<file path="config.mk">
export PLATFORM = sky130hd
export DESIGN_NAME = vital_sign_alarm_escalator_top
export DESIGN_NICKNAME = d
export VERILOG_FILES = /design/src/rtl/vsae_pkg.sv /design/src/rtl/vsae_sensor_fsm.sv /design/src/rtl/vsae_tone.sv /design/src/rtl/vital_sign_alarm_escalator_top.sv
export SDC_FILE = /design/constraint.sdc
export NUM_CORES = 1
export LEC_CHECK = 0
export ABC_AREA = 1
export BUFFER_PORTS_ARGS = -buffer_cell sky130_fd_sc_hd__buf_2
export CAP_MARGIN = 15
export CORE_MARGIN = 3
export CORE_UTILIZATION = 55
export DETAILED_ROUTE_END_ITERATION = 7
export GPL_ROUTABILITY_DRIVEN = 0
export PLACE_DENSITY = 0.72
export SLEW_MARGIN = 20
export SYNTH_ARGS = -nofsm -noshare
export SYNTH_HDL_FRONTEND = slang
export SYNTH_SLANG_ARGS = --single-unit
</file>
<file path="constraint.sdc">
create_clock -name aclk -period 11.7 [get_ports aclk]
set_input_delay 2.925 -clock aclk [delete_from_list [all_inputs] [get_ports aclk]]
set_output_delay 2.925 -clock aclk [all_outputs]
set_load 0.05 [all_outputs]
</file>
<file path="src/rtl/vsae_pkg.sv">
// Shared types, constants and lookup functions for the vital-sign alarm escalator.
// No dependencies; every other file of the block refers to this package by scoped names.
package vsae_pkg;

    localparam int TIME_WIDTH    = 32;
    localparam int PATTERN_STEPS = 10;
    localparam int LEVEL_COUNT   = 5;

    localparam int STEP_WIDTH  = $clog2(PATTERN_STEPS);
    localparam int LEVEL_WIDTH = 3;

    // Sensor machine state codes.
    localparam logic [1:0] ST_OK    = 2'd0;
    localparam logic [1:0] ST_ALARM = 2'd1;
    localparam logic [1:0] ST_CRIT  = 2'd2;

    localparam logic [LEVEL_WIDTH-1:0] NORMAL_LEVEL = 3'd2;

    // Configuration register indexes.
    localparam logic [2:0] REG_OXYGEN_BELOW = 3'd0;
    localparam logic [2:0] REG_TEMP_LOW     = 3'd1;
    localparam logic [2:0] REG_TEMP_HIGH    = 3'd2;
    localparam logic [2:0] REG_PERSIST      = 3'd3;
    localparam logic [2:0] REG_CRIT_TONE    = 3'd4;
    localparam logic [2:0] REG_BEEP_TONE    = 3'd5;
    localparam logic [2:0] REG_SHORT_GAP    = 3'd6;
    localparam logic [2:0] REG_LONG_GAP     = 3'd7;

    // Register reset values.
    localparam logic [12:0] RST_OXYGEN_BELOW = 13'd2730;
    localparam logic [5:0]  RST_TEMP_LOW     = 6'd11;
    localparam logic [5:0]  RST_TEMP_HIGH    = 6'd28;
    localparam logic [15:0] RST_PERSIST      = 16'd30000;
    localparam logic [14:0] RST_CRIT_TONE    = 15'd2000;
    localparam logic [14:0] RST_BEEP_TONE    = 15'd1319;
    localparam logic [9:0]  RST_SHORT_GAP    = 10'd163;
    localparam logic [9:0]  RST_LONG_GAP     = 10'd325;

    localparam logic [STEP_WIDTH-1:0] LAST_STEP = STEP_WIDTH'(PATTERN_STEPS - 1);

    typedef logic [TIME_WIDTH-1:0] time_t;

    // Per-sensor status handed from a sensor machine to the top level.
    typedef struct packed {
        logic [1:0] state;    // state after this item, timeout included
        logic       cleared;  // the machine went back to ok on this item
    } sensor_status_t;

    // Beats per minute for a heart-rate level; levels past the table read 150.
    function automatic logic [7:0] level_bpm(input logic [LEVEL_WIDTH-1:0] level);
        logic [7:0] bpm;
        case (level)
            3'd0:    bpm = 8'd45;
            3'd1:    bpm = 8'd60;
            3'd2:    bpm = 8'd80;
            3'd3:    bpm = 8'd110;
            default: bpm = 8'd150;
        endcase
        return bpm;
    endfunction

    // A step is silent every third position (step mod 3 == 2) and on the last step.
    function automatic logic step_silent(input logic [STEP_WIDTH-1:0] step);
        logic mod3_is_two;
        mod3_is_two = 1'b0;
        for (int k = 2; k < (1 << STEP_WIDTH); k += 3) begin
            if (step == STEP_WIDTH'(k)) begin
                mod3_is_two = 1'b1;
            end
        end
        return mod3_is_two || (step >= LAST_STEP);
    endfunction

endpackage

</file>
<file path="src/rtl/vsae_sensor_fsm.sv">
// One ok/alarm/critical machine with its alarm start time and persistence timeout.
// Depends on vsae_pkg for state codes, the time type and the status struct.
module vsae_sensor_fsm (
    input  logic                   aclk,
    input  logic                   aresetn,
    input  logic                   item_fire,
    input  logic                   sample_en,
    input  logic                   cond,
    input  vsae_pkg::time_t        time_next,
    input  logic [15:0]            persist_ms,
    output vsae_pkg::sensor_status_t status
);

    logic [1:0]      state_reg;
    vsae_pkg::time_t start_reg;
    logic [1:0]      state_mid;
    vsae_pkg::time_t start_next;
    logic [1:0]      state_next;
    logic            cleared;
    vsae_pkg::time_t held;

    always_comb begin
        state_mid  = state_reg;
        start_next = start_reg;
        cleared    = 1'b0;
        if (sample_en) begin
            if (cond && state_reg == vsae_pkg::ST_OK) begin
                state_mid  = vsae_pkg::ST_ALARM;
                start_next = time_next;
            end else if (!cond && state_reg != vsae_pkg::ST_OK) begin
                state_mid = vsae_pkg::ST_OK;
                cleared   = 1'b1;
            end
        end
        held       = time_next - start_next;
        state_next = state_mid;
        if (state_mid == vsae_pkg::ST_ALARM &&
            held >= vsae_pkg::TIME_WIDTH'(persist_ms)) begin
            state_next = vsae_pkg::ST_CRIT;
        end
    end

    assign status.state   = state_next;
    assign status.cleared = cleared;

    always_ff @(posedge aclk) begin
        if (!aresetn) begin
            state_reg <= vsae_pkg::ST_OK;
            start_reg <= '0;
        end else if (item_fire) begin
            state_reg <= state_next;
            start_reg <= start_next;
        end
    end

endmodule

</file>
<file path="src/rtl/vsae_tone.sv">
// Buzzer tone selection and the alarm beep pattern sequencer.
// Depends on vsae_pkg for state codes, pattern constants and the step table.
module vsae_tone (
    input  logic                          aclk,
    input  logic                          aresetn,
    input  logic                          item_fire,
    input  logic [1:0]                    worst,
    input  logic                          any_cleared,
    input  vsae_pkg::time_t               time_next,
    input  logic [14:0]                   critical_tone_hz,
    input  logic [14:0]                   beep_tone_hz,
    input  logic [9:0]                    short_gap_ms,
    input  logic [9:0]                    long_gap_ms,
    output logic [14:0]                   tone_next
);

    logic [vsae_pkg::STEP_WIDTH-1:0] step_reg;
    logic [vsae_pkg::STEP_WIDTH-1:0] step_next;
    vsae_pkg::time_t                 last_step_reg;
    vsae_pkg::time_t                 last_step_next;
    logic [14:0]                     tone_reg;
    logic [14:0]                     tone_base;
    logic [9:0]                      gap;
    logic                            step_due;

    always_comb begin
        // A machine returning to ok silences the buzzer before the pattern runs.
        tone_base      = any_cleared ? 15'd0 : tone_reg;
        gap            = (step_reg >= vsae_pkg::LAST_STEP) ? long_gap_ms : short_gap_ms;
        step_due       = (time_next - last_step_reg) >= vsae_pkg::TIME_WIDTH'(gap);
        step_next      = step_reg;
        last_step_next = last_step_reg;
        tone_next      = tone_base;
        unique case (worst)
            vsae_pkg::ST_OK: begin
                tone_next = 15'd0;
            end
            vsae_pkg::ST_ALARM: begin
                if (step_due) begin
                    last_step_next = time_next;
                    tone_next      = vsae_pkg::step_silent(step_reg) ? 15'd0 : beep_tone_hz;
                    step_next      = (step_reg >= vsae_pkg::LAST_STEP) ?
                                     '0 : step_reg + 1'b1;
                end
            end
            default: begin
                tone_next = critical_tone_hz;
            end
        endcase
    end

    always_ff @(posedge aclk) begin
        if (!aresetn) begin
            step_reg      <= '0;
            last_step_reg <= '0;
            tone_reg      <= '0;
        end else if (item_fire) begin
            step_reg      <= step_next;
            last_step_reg <= last_step_next;
            tone_reg      <= tone_next;
        end
    end

endmodule

</file>
<file path="src/rtl/vital_sign_alarm_escalator_top.sv">
// Top level of the vital-sign alarm escalator: input register, sensor machines, tone logic
// and result register. Depends on vsae_pkg, vsae_sensor_fsm and vsae_tone.
//
// Usage: one instance watches one patient. Each input beat on the s_ channel carries the
// milliseconds elapsed since the previous beat, the heart-rate button level, and an oxygen
// and a temperature sample, each with its own valid flag. Every input beat produces exactly
// one result beat on the m_ channel with the three sensor states, their worst, the heart
// level and its rate, the buzzer tone and the temperature-seen flag.
// From input acceptance to the result appearing on m_tvalid, the accepting edge loads the
// input register, and a later item_fire edge loads the result register through the update
// logic, once that register is free or draining.
// Throughput is one beat per cycle while the receiver keeps m_tready high; the time counter,
// the sensor machines and the pattern sequencer all update together on each processed beat.
// When the receiver stalls, the result register holds its beat and the input register
// keeps one more beat, after which s_tready drops until the result is taken.
// Configuration is written through cfg_valid/cfg_index/cfg_data, always ready, and must only
// be written while no beat is in flight. After aresetn (synchronous, active low) all state
// returns to ok, the heart level to the normal level, time to zero, and every
// configuration register to its default.
module vital_sign_alarm_escalator_top (
    input  logic        aclk,
    input  logic        aresetn,
    // Input beat, from bit 0: elapsed_ms[7:0], button_pressed, oxygen_valid,
    // oxygen_raw[11:0], temp_valid, temp_raw[5:0], three zero bits.
    input  logic        s_tvalid,
    output logic        s_tready,
    input  logic [31:0] s_tdata,
    // Result beat, from bit 0: overall_state[1:0], heart_state[1:0], oxygen_state[1:0],
    // temperature_state[1:0], heart_level[2:0], beats_per_minute[7:0], tone_hz[14:0],
    // temp_seen, five zero bits.
    output logic        m_tvalid,
    input  logic        m_tready,
    output logic [39:0] m_tdata,
    // Configuration write channel.
    input  logic        cfg_valid,
    output logic        cfg_ready,
    input  logic [2:0]  cfg_index,
    input  logic [15:0] cfg_data
);

    // Configuration registers.
    logic [12:0] oxygen_below_reg;
    logic [5:0]  temp_low_reg;
    logic [5:0]  temp_high_reg;
    logic [15:0] persist_reg;
    logic [14:0] crit_tone_reg;
    logic [14:0] beep_tone_reg;
    logic [9:0]  short_gap_reg;
    logic [9:0]  long_gap_reg;

    // Pipeline registers.
    logic        in_valid_reg;
    logic [31:0] in_data_reg;
    logic        out_valid_reg;
    logic [39:0] out_data_reg;
    logic        item_fire;

    // Item state.
    vsae_pkg::time_t                time_reg;
    vsae_pkg::time_t                time_next;
    logic [vsae_pkg::LEVEL_WIDTH-1:0] level_reg;
    logic [vsae_pkg::LEVEL_WIDTH-1:0] level_next;
    logic                           button_reg;
    logic                           seen_reg;
    logic                           seen_next;

    // Unpacked input fields.
    logic [7:0]  elapsed_ms;
    logic        button_pressed;
    logic        oxygen_valid;
    logic [11:0] oxygen_raw;
    logic        temp_valid;
    logic [5:0]  temp_raw;

    vsae_pkg::sensor_status_t heart_status;
    vsae_pkg::sensor_status_t oxygen_status;
    vsae_pkg::sensor_status_t temp_status;
    logic [1:0]  worst;
    logic [14:0] tone_next;
    logic        oxygen_cond;
    logic        temp_cond;

    assign cfg_ready = 1'b1;

    always_ff @(posedge aclk) begin
        if (!aresetn) begin
            oxygen_below_reg <= vsae_pkg::RST_OXYGEN_BELOW;
            temp_low_reg     <= vsae_pkg::RST_TEMP_LOW;
            temp_high_reg    <= vsae_pkg::RST_TEMP_HIGH;
            persist_reg      <= vsae_pkg::RST_PERSIST;
            crit_tone_reg    <= vsae_pkg::RST_CRIT_TONE;
            beep_tone_reg    <= vsae_pkg::RST_BEEP_TONE;
            short_gap_reg    <= vsae_pkg::RST_SHORT_GAP;
            long_gap_reg     <= vsae_pkg::RST_LONG_GAP;
        end else if (cfg_valid && cfg_ready) begin
            unique case (cfg_index)
                vsae_pkg::REG_OXYGEN_BELOW: oxygen_below_reg <= cfg_data[12:0];
                vsae_pkg::REG_TEMP_LOW:     temp_low_reg     <= cfg_data[5:0];
                vsae_pkg::REG_TEMP_HIGH:    temp_high_reg    <= cfg_data[5:0];
                vsae_pkg::REG_PERSIST:      persist_reg      <= cfg_data;
                vsae_pkg::REG_CRIT_TONE:    crit_tone_reg    <= cfg_data[14:0];
                vsae_pkg::REG_BEEP_TONE:    beep_tone_reg    <= cfg_data[14:0];
                vsae_pkg::REG_SHORT_GAP:    short_gap_reg    <= cfg_data[9:0];
                vsae_pkg::REG_LONG_GAP:     long_gap_reg     <= cfg_data[9:0];
                default: ;
            endcase
        end
    end

    // The held input beat is processed whenever the result register is free or draining.
    assign item_fire = in_valid_reg && (!out_valid_reg || m_tready);
    assign s_tready  = !in_valid_reg || item_fire;

    always_ff @(posedge aclk) begin
        if (!aresetn) begin
            in_valid_reg <= 1'b0;
        end else if (s_tready) begin
            in_valid_reg <= s_tvalid;
        end
    end

    always_ff @(posedge aclk) begin
        if (s_tvalid && s_tready) begin
            in_data_reg <= s_tdata;
        end
    end

    assign elapsed_ms     = in_data_reg[7:0];
    assign button_pressed = in_data_reg[8];
    assign oxygen_valid   = in_data_reg[9];
    assign oxygen_raw     = in_data_reg[21:10];
    assign temp_valid     = in_data_reg[22];
    assign temp_raw       = in_data_reg[28:23];

    // Time advances first; a rising button edge steps the heart level around the ring.
    always_comb begin
        time_next  = time_reg + vsae_pkg::TIME_WIDTH'(elapsed_ms);
        level_next = level_reg;
        if (button_pressed && !button_reg) begin
            level_next = (level_reg >= vsae_pkg::LEVEL_WIDTH'(vsae_pkg::LEVEL_COUNT - 1)) ?
                         '0 : level_reg + 1'b1;
        end
        seen_next   = seen_reg || temp_valid;
        oxygen_cond = {1'b0, oxygen_raw} < oxygen_below_reg;
        temp_cond   = (temp_raw < temp_low_reg) || (temp_raw > temp_high_reg);
    end

    always_ff @(posedge aclk) begin
        if (!aresetn) begin
            time_reg   <= '0;
            level_reg  <= vsae_pkg::NORMAL_LEVEL;
            button_reg <= 1'b0;
            seen_reg   <= 1'b0;
        end else if (item_fire) begin
            time_reg   <= time_next;
            level_reg  <= level_next;
            button_reg <= button_pressed;
            seen_reg   <= seen_next;
        end
    end

    vsae_sensor_fsm u_heart (
        .aclk       (aclk),
        .aresetn    (aresetn),
        .item_fire  (item_fire),
        .sample_en  (1'b1),
        .cond       (level_next != vsae_pkg::NORMAL_LEVEL),
        .time_next  (time_next),
        .persist_ms (persist_reg),
        .status     (heart_status)
    );

    vsae_sensor_fsm u_oxygen (
        .aclk       (aclk),
        .aresetn    (aresetn),
        .item_fire  (item_fire),
        .sample_en  (oxygen_valid),
        .cond       (oxygen_cond),
        .time_next  (time_next),
        .persist_ms (persist_reg),
        .status     (oxygen_status)
    );

    vsae_sensor_fsm u_temp (
        .aclk       (aclk),
        .aresetn    (aresetn),
        .item_fire  (item_fire),
        .sample_en  (temp_valid),
        .cond       (temp_cond),
        .time_next  (time_next),
        .persist_ms (persist_reg),
        .status     (temp_status)
    );

    // Worst of the three states; the codes are ordered by severity.
    always_comb begin
        worst = heart_status.state;
        if (oxygen_status.state > worst) begin
            worst = oxygen_status.state;
        end
        if (temp_status.state > worst) begin
            worst = temp_status.state;
        end
    end

    vsae_tone u_tone (
        .aclk             (aclk),
        .aresetn          (aresetn),
        .item_fire        (item_fire),
        .worst            (worst),
        .any_cleared      (heart_status.cleared || oxygen_status.cleared ||
                           temp_status.cleared),
        .time_next        (time_next),
        .critical_tone_hz (crit_tone_reg),
        .beep_tone_hz     (beep_tone_reg),
        .short_gap_ms     (short_gap_reg),
        .long_gap_ms      (long_gap_reg),
        .tone_next        (tone_next)
    );

    // Result register.
    always_ff @(posedge aclk) begin
        if (!aresetn) begin
            out_valid_reg <= 1'b0;
        end else if (item_fire) begin
            out_valid_reg <= 1'b1;
        end else if (m_tready) begin
            out_valid_reg <= 1'b0;
        end
    end

    always_ff @(posedge aclk) begin
        if (item_fire) begin
            out_data_reg <= {5'd0, seen_next, tone_next, vsae_pkg::level_bpm(level_next),
                             level_next, temp_status.state, oxygen_status.state,
                             heart_status.state, worst};
        end
    end

    assign m_tvalid = out_valid_reg;
    assign m_tdata  = out_data_reg;

    // A result beat reporting critical drives the configured steady tone.
    a_crit_tone : assert property (@(posedge aclk) disable iff (!aresetn)
        (m_tvalid && m_tdata[1:0] == vsae_pkg::ST_CRIT) |-> m_tdata[33:19] == crit_tone_reg)
        else $error("critical result without the critical tone");

    // A result beat reporting ok is silent.
    a_ok_silent : assert property (@(posedge aclk) disable iff (!aresetn)
        (m_tvalid && m_tdata[1:0] == vsae_pkg::ST_OK) |-> m_tdata[33:19] == 15'd0)
        else $error("tone driven while all sensors are ok");

    // The heart machine is ok exactly when the level is the normal one.
    a_heart_level : assert property (@(posedge aclk) disable iff (!aresetn)
        m_tvalid |-> ((m_tdata[3:2] == vsae_pkg::ST_OK) ==
                      (m_tdata[10:8] == vsae_pkg::NORMAL_LEVEL)))
        else $error("heart state disagrees with heart level");

    // The overall state is never better than any single sensor.
    a_worst : assert property (@(posedge aclk) disable iff (!aresetn)
        m_tvalid |-> (m_tdata[1:0] >= m_tdata[3:2] && m_tdata[1:0] >= m_tdata[5:4] &&
                      m_tdata[1:0] >= m_tdata[7:6]))
        else $error("overall state below a sensor state");

    // Input is refused only while a beat already waits in the input register.
    a_no_drop : assert property (@(posedge aclk) disable iff (!aresetn)
        !s_tready |-> in_valid_reg && out_valid_reg && !m_tready)
        else $error("input refused without a waiting beat");

endmodule
</file>
Word level (Yosys, flattened, before mapping)
Index checks and enable logic that the tools add are counted.

Magnitude comparators: 11. Multiplexer cells: 44. Reductions and logical operators: 44. Add/subtract/negate cells: 7. Equal/unequal tests: 20.

Operators with widths (count): 32-bit two-way mux (5); 32-bit subtractor (4); 32-bit by 16-bit >= comparator with 1-bit output (3); 15-bit two-way mux (3); 32-bit by 8-bit adder with 32-bit output (1); 32-bit by 10-bit >= comparator with 1-bit output (1); 8-bit case mux with 4 select lines (1); 15-bit case mux with 2 select lines (1); 2-bit two-way mux (13); 1-bit two-way mux (17); 2-bit AND reduction (8); 12-bit by 13-bit < comparator with 1-bit output (1); 3-bit by 2-bit equality test with 1-bit output (second input constant) (4); 3-bit equality test (second input constant) (4); 4-bit equality test (second input constant) (3); 1-bit logical AND (12); 10-bit two-way mux (1); 2-bit by 1-bit equality test with 1-bit output (second input constant) (4); 2-bit logical NOT (4); 2-bit nonzero test (4); 1-bit logical OR (7); 3-bit by 1-bit equality test with 1-bit output (second input constant) (2); 6-bit > comparator (1); 1-bit logical NOT (6); other kinds (13) (16).

Input port bits: 56. Register bits after elaboration: 347. Word-level logic and storage cells: 151. Output and inout bits: 43.

Depth between registers and ports, before layout
Depth in word-level cells: 21. Depth in mapped cells: 57.

Hierarchy
From an unflattened synthesis, not the netlist that was laid out.

Cell total of the unflattened synthesis: 4345. Area, all modules: 28419.8 um2.

Modules (own cells, without submodules): vsae_sensor_fsm (sequential area each 680.7 um2, instances 3, cells an instance 750, area an instance 4685.7 um2); vital_sign_alarm_escalator_top (sequential area each 4494.3 um2, instances 1, cells an instance 1073, area an instance 8702.1 um2); vsae_tone (sequential area each 1021.0 um2, instances 1, cells an instance 1022, area an instance 5660.4 um2).

Worst setup path before layout
No wires, ideal clock.

Path kind: reg2reg. Start point: register in_data_reg[5]. End point: register u_tone.last_step_reg[11]. Setup time: 0.111 ns. Cell stages (with the launch flop): 48. Data arrival time: 6.403 ns. Clock period less this slack: 6.515 ns. Setup slack: 5.185 ns. Cells stage by stage: edfxtp_1 > ha_1 > nand2_1 > nor2_1 > nand3_1 > nand3_2 > nand2_1 > nor2_1 > nand3_1 > nor4_1 > and3_1 > nand3_1 > nor3_1 > xor2_1 > inv_1 > nand2_1 > o21ai_0 > ha_1 > (+12 left out) > inv_1 > ha_1 > nor2_1 > o21a_1 > inv_1 > nand3_1 > nand2_1 > ha_1 > nand2_1 > o21a_1 > inv_1 > nand2_2 > nand2_4 > nand3_4 > clkinv_2 > buf_6 > nor2_1 > nor2_1.

RTL lines: start, declared (RTL line vital_sign_alarm_escalator_top.sv:53) `logic [31:0] in_data_reg;`; start signal, assigned (RTL line vital_sign_alarm_escalator_top.sv:124) `in_data_reg <= s_tdata;`; end signal, assigned (RTL line vsae_tone.sv:59) `last_step_reg <= last_step_next;`; end, declared (RTL line vsae_tone.sv:19) `vsae_pkg::time_t last_step_reg;`.

==> impl_metrics.csv <==
group,metric,value,unit
logic_synthesis,synth.distinct_cells,57,
clocking,cts_buffer_depth,3,
hold_path,hold_depth,2,
power_and_ir_drop,p_seq_share,28.1,%
grt,grt_first_pass_wirelength,118.5,mm
clocking,postCtsHoldBufs,0,
logic_synthesis,synth_area_leaders,"dfxtp_1 (22%), nand2_1 (14%), ha_1 (9.7%)",
timing,period_needed,9063,ps
logic_synthesis,synth_top_area_cell,"dfxtp_1",
timing,rsz0062_at_grt,"no",
power_and_ir_drop,p_per_area,167.5,nW/um^2
power_and_ir_drop,leakage,14.64,nW
logic_synthesis,ys.warnings.count,0,
hold_path,worstHoldStart,"beep_tone_reg[0]",
worst_setup_path,worst_setup_path_end_kind,"flip-flop",
hold_path,hold_path_class,"reg -> reg",
floorplanning,core.rowCount,78,
placed_design,portBuffers,89,
worst_setup_path,slowest_stage,"xor2_1",
logic_synthesis,yosysSeqAreaShare,29.37,%
clocking,cts_tree,"yes",
detailed_routing,final_antenna_net_count,0,
logic_synthesis,synth_flop_cell,"dfxtp_1",
final_layout,drive_above_1_share,6.203,%
clocking,root_buffer,"clkbuf_16",
logic_synthesis,synth_top_cell_area_share,22.02,%
worst_setup_path,timing.rr.end,"u_tone.last_step_reg[29]",
detailed_routing,vias_per_cell,5.535,
timing,clock_skew,29.62,ps
floorplanning,fp.coreArea,45770,um^2
logic_synthesis,yosysMostFrequentCell,"nand2_1",
detailed_routing,firstDrtPassIters,5,
final_layout,antenna_cells,0,
floorplanning,start_util,56.21,%
grt,grt_max_degree,160,
timing,fmax,110.3,MHz
timing,hold_violations,0,
grt,met3_usage,4.096,%
power_and_ir_drop,comb_power_share,41.6,%
clocking,clkTransAtPathRegs,60,ps
timing,worst_pin_slew,1088,ps
worst_setup_path,cp-start-kind,"flip-flop",
worst_setup_path,reg2reg_slack,2640,ps
job,maxCapViolations,0,
worst_setup_path,crit_family,"simple AND/OR/NAND/NOR gates",
detailed_routing,route.detailed.drc,0,
worst_setup_path,r2r-start,"in_data_reg[0]",
power_and_ir_drop,p_int,2.832,mW
floorplanning,dieArea,49410,um^2
logic_synthesis,async_flop_share,0,%
logic_synthesis,synth-edff-count,63,
logic_synthesis,avgSynthCellArea,6.477,um^2
detailed_routing,wirelength,72.84,mm
floorplanning,die-width,222.3,um
logic_synthesis,synth-seq-cells,346,
clocking,clock_latency,590,ps
grt,antenna_found_initial,0,
clocking,cts.repair.resized,0,
clocking,htree_levels,2,
logic_synthesis,syn_area,25730,um^2
power_and_ir_drop,ir_drop,0.0001134,V
worst_setup_path,cp_max_fo,53,
worst_setup_path,worstPathArrival,9520,ps
final_layout,area_growth,9.177,%
detailed_routing,wl_per_cell,15.73,um
detailed_routing,dr_total_vias,25625,
detailed_routing,drt-initial-drc-count,2047,
grt,gr-usage-met1,41.98,%
timing,slew_headroom,27.48,%
clocking,cts_setup_buffers,0,
run_status,status,"finished clean",
logic_synthesis,synth_cells,3972,
worst_setup_path,reg2reg_depth,48,
clocking,numCtsBuffers,42,
power_and_ir_drop,switching_share,39.81,%
worst_setup_path,worstSetupPathType,"reg -> reg",
grt,track_usage,29.10,%
hold_path,holdPathEnd,"beep_tone_reg[0]",
timing,finalSetupViolations,0,
power_and_ir_drop,power.switching,1.873,mW
timing,finalCritPeriodShare,77.46,%
floorplanning,die_h,222.3,um
grt,overflow,0,
final_layout,fin_area,28090,um^2
placed_design,dp_hpwl,54.58,mm
timing,slew_viol_final,0,
clocking,cts_num_sinks,346,
timing,setup_slack,2637,ps
worst_setup_path,critical_path.max_stage_delay,730,ps
grt,gr-max-usage-layer,"met2",
floorplanning,ios,99,
power_and_ir_drop,p_clk_share,30.3,%
final_layout,largest_register_ffs,34,
logic_synthesis,synthTopCellsByCount,"nand2_1 (992), inv_1 (598), nor2_1 (432)",
worst_setup_path,required,12150,ps
worst_setup_path,cp_num_buf_inv,6,
worst_setup_path,cpMostUsedCell,"nand2_1",
placed_design,place_area,26560,um^2
timing,finalSetupTns,0,ps
grt,grt_pass1_vias,23247,
final_layout,nNetsFinal,4258,
grt,grt_use_met2,45.92,%
placed_design,dpl_worst_slack,2855,ps
[per-stage QoR]
step                      util (%)  cells  hold slack (ps)  power, mW
final                        61.37   4630            454.9      4.706
after global routing         61.37   4630            475.5      5.066
after CTS                    61.36   4630            458.9      4.702
after detailed placement     58.03   4554            443.5      3.266
after global placement       58.03   4554            437.9      3.245
after floorplan                  -   3976            428.2      2.838
[cells in the final DEF, fill, tap and decap left out, types with 7 or more instances in the layout]
master,count
clkbuf_16,44
nor2_1,431
buf_4,23
a21oi_1,252
a21o_1,9
o21ai_0,274
clkbuf_1,11
o21bai_1,10
mux2i_1,9
clkbuf_8,8
xor2_1,55
o211ai_1,99
xnor2_1,25
nand3_1,242
nand2_1,991
nand3_2,13
nand2_2,17
inv_2,15
dfxtp_1,283
nor3_1,33
ha_1,198
nor2_2,9
buf_2,88
a31oi_1,7
edfxtp_1,63
nand4_1,103
nand3b_1,20
o21ai_1,12
inv_1,596
o21a_1,8
[power groups by stage]
| stage | registers, mW | logic, mW | clock network [mW] |
|---|---|---|---|
| floorplan | 1.36 | 1.47 | 0 |
| global placement | 1.34 | 1.90 | 0 |
| detailed placement | 1.35 | 1.92 | 0 |
| CTS | 1.32 | 1.93 | 1.45 |
| global route | 1.33 | 2.24 | 1.50 |
| finish | 1.32 | 1.96 | 1.42 |
[worst register-to-register path: cells and delay by family (launching register included)]
| kind | cells | cell delay [ps] |
|---|---|---|
| AND/OR/NAND/NOR | 26 | 3430 |
| adder cells (fa/ha/maj) | 6 | 1980 |
| AO/OA/AOI/OAI | 8 | 1210 |
| buffers and inverters | 6 | 970 |
| XOR/XNOR | 2 | 940 |
| flip-flops | 1 | 370 |
[metal layers]
layer / routed length, um / share of wire [%]
met1: 34080 / 47
met2: 31630 / 43
met3: 5496 / 7.5
met4: 1627 / 2.2
met5: 0 / 0
[worst max-delay path by stage]
stage,startpoint,endpoint,slack (ps),cells after the start
2_1_floorplan,in_data_reg[5],u_tone.last_step_reg[11],5190,47
3_3_place_gp,in_data_reg[7],u_tone.last_step_reg[22],2960,47
3_5_place_dp,in_data_reg[7],u_tone.last_step_reg[13],2850,47
4_1_cts,in_data_reg[7],u_tone.last_step_reg[21],2780,47
5_1_grt,in_data_reg[5],u_tone.last_step_reg[26],1780,47
6_report,in_data_reg[0],u_tone.last_step_reg[29],2640,48
[cells by family after synthesis]
family | after synthesis | synth area share (%)
flops | 346 | 29.37
simple gates | 1880 | 30.98
xor+xnor | 80 | 2.723
other cells | 2 | 0.02919
buf+inv | 752 | 11.27
compound gates | 699 | 15.21
mux | 9 | 0.3502
fa+ha+maj | 204 | 10.07
[layout make-up]
| type | count | area (um^2) |
|---|---|---|
| fill | 4385 | 17680 |
| clock buffer | 63 | 1252 |
| clock inverter | 13 | 275.3 |
| inverter | 618 | 2328 |
| timing repair buffer | 112 | 624.3 |
| sequential | 346 | 7557 |
| tap | 600 | 750.7 |
| multi-input combinational | 2878 | 15300 |
No activity file was read; power rests on OpenSTA's default activity.
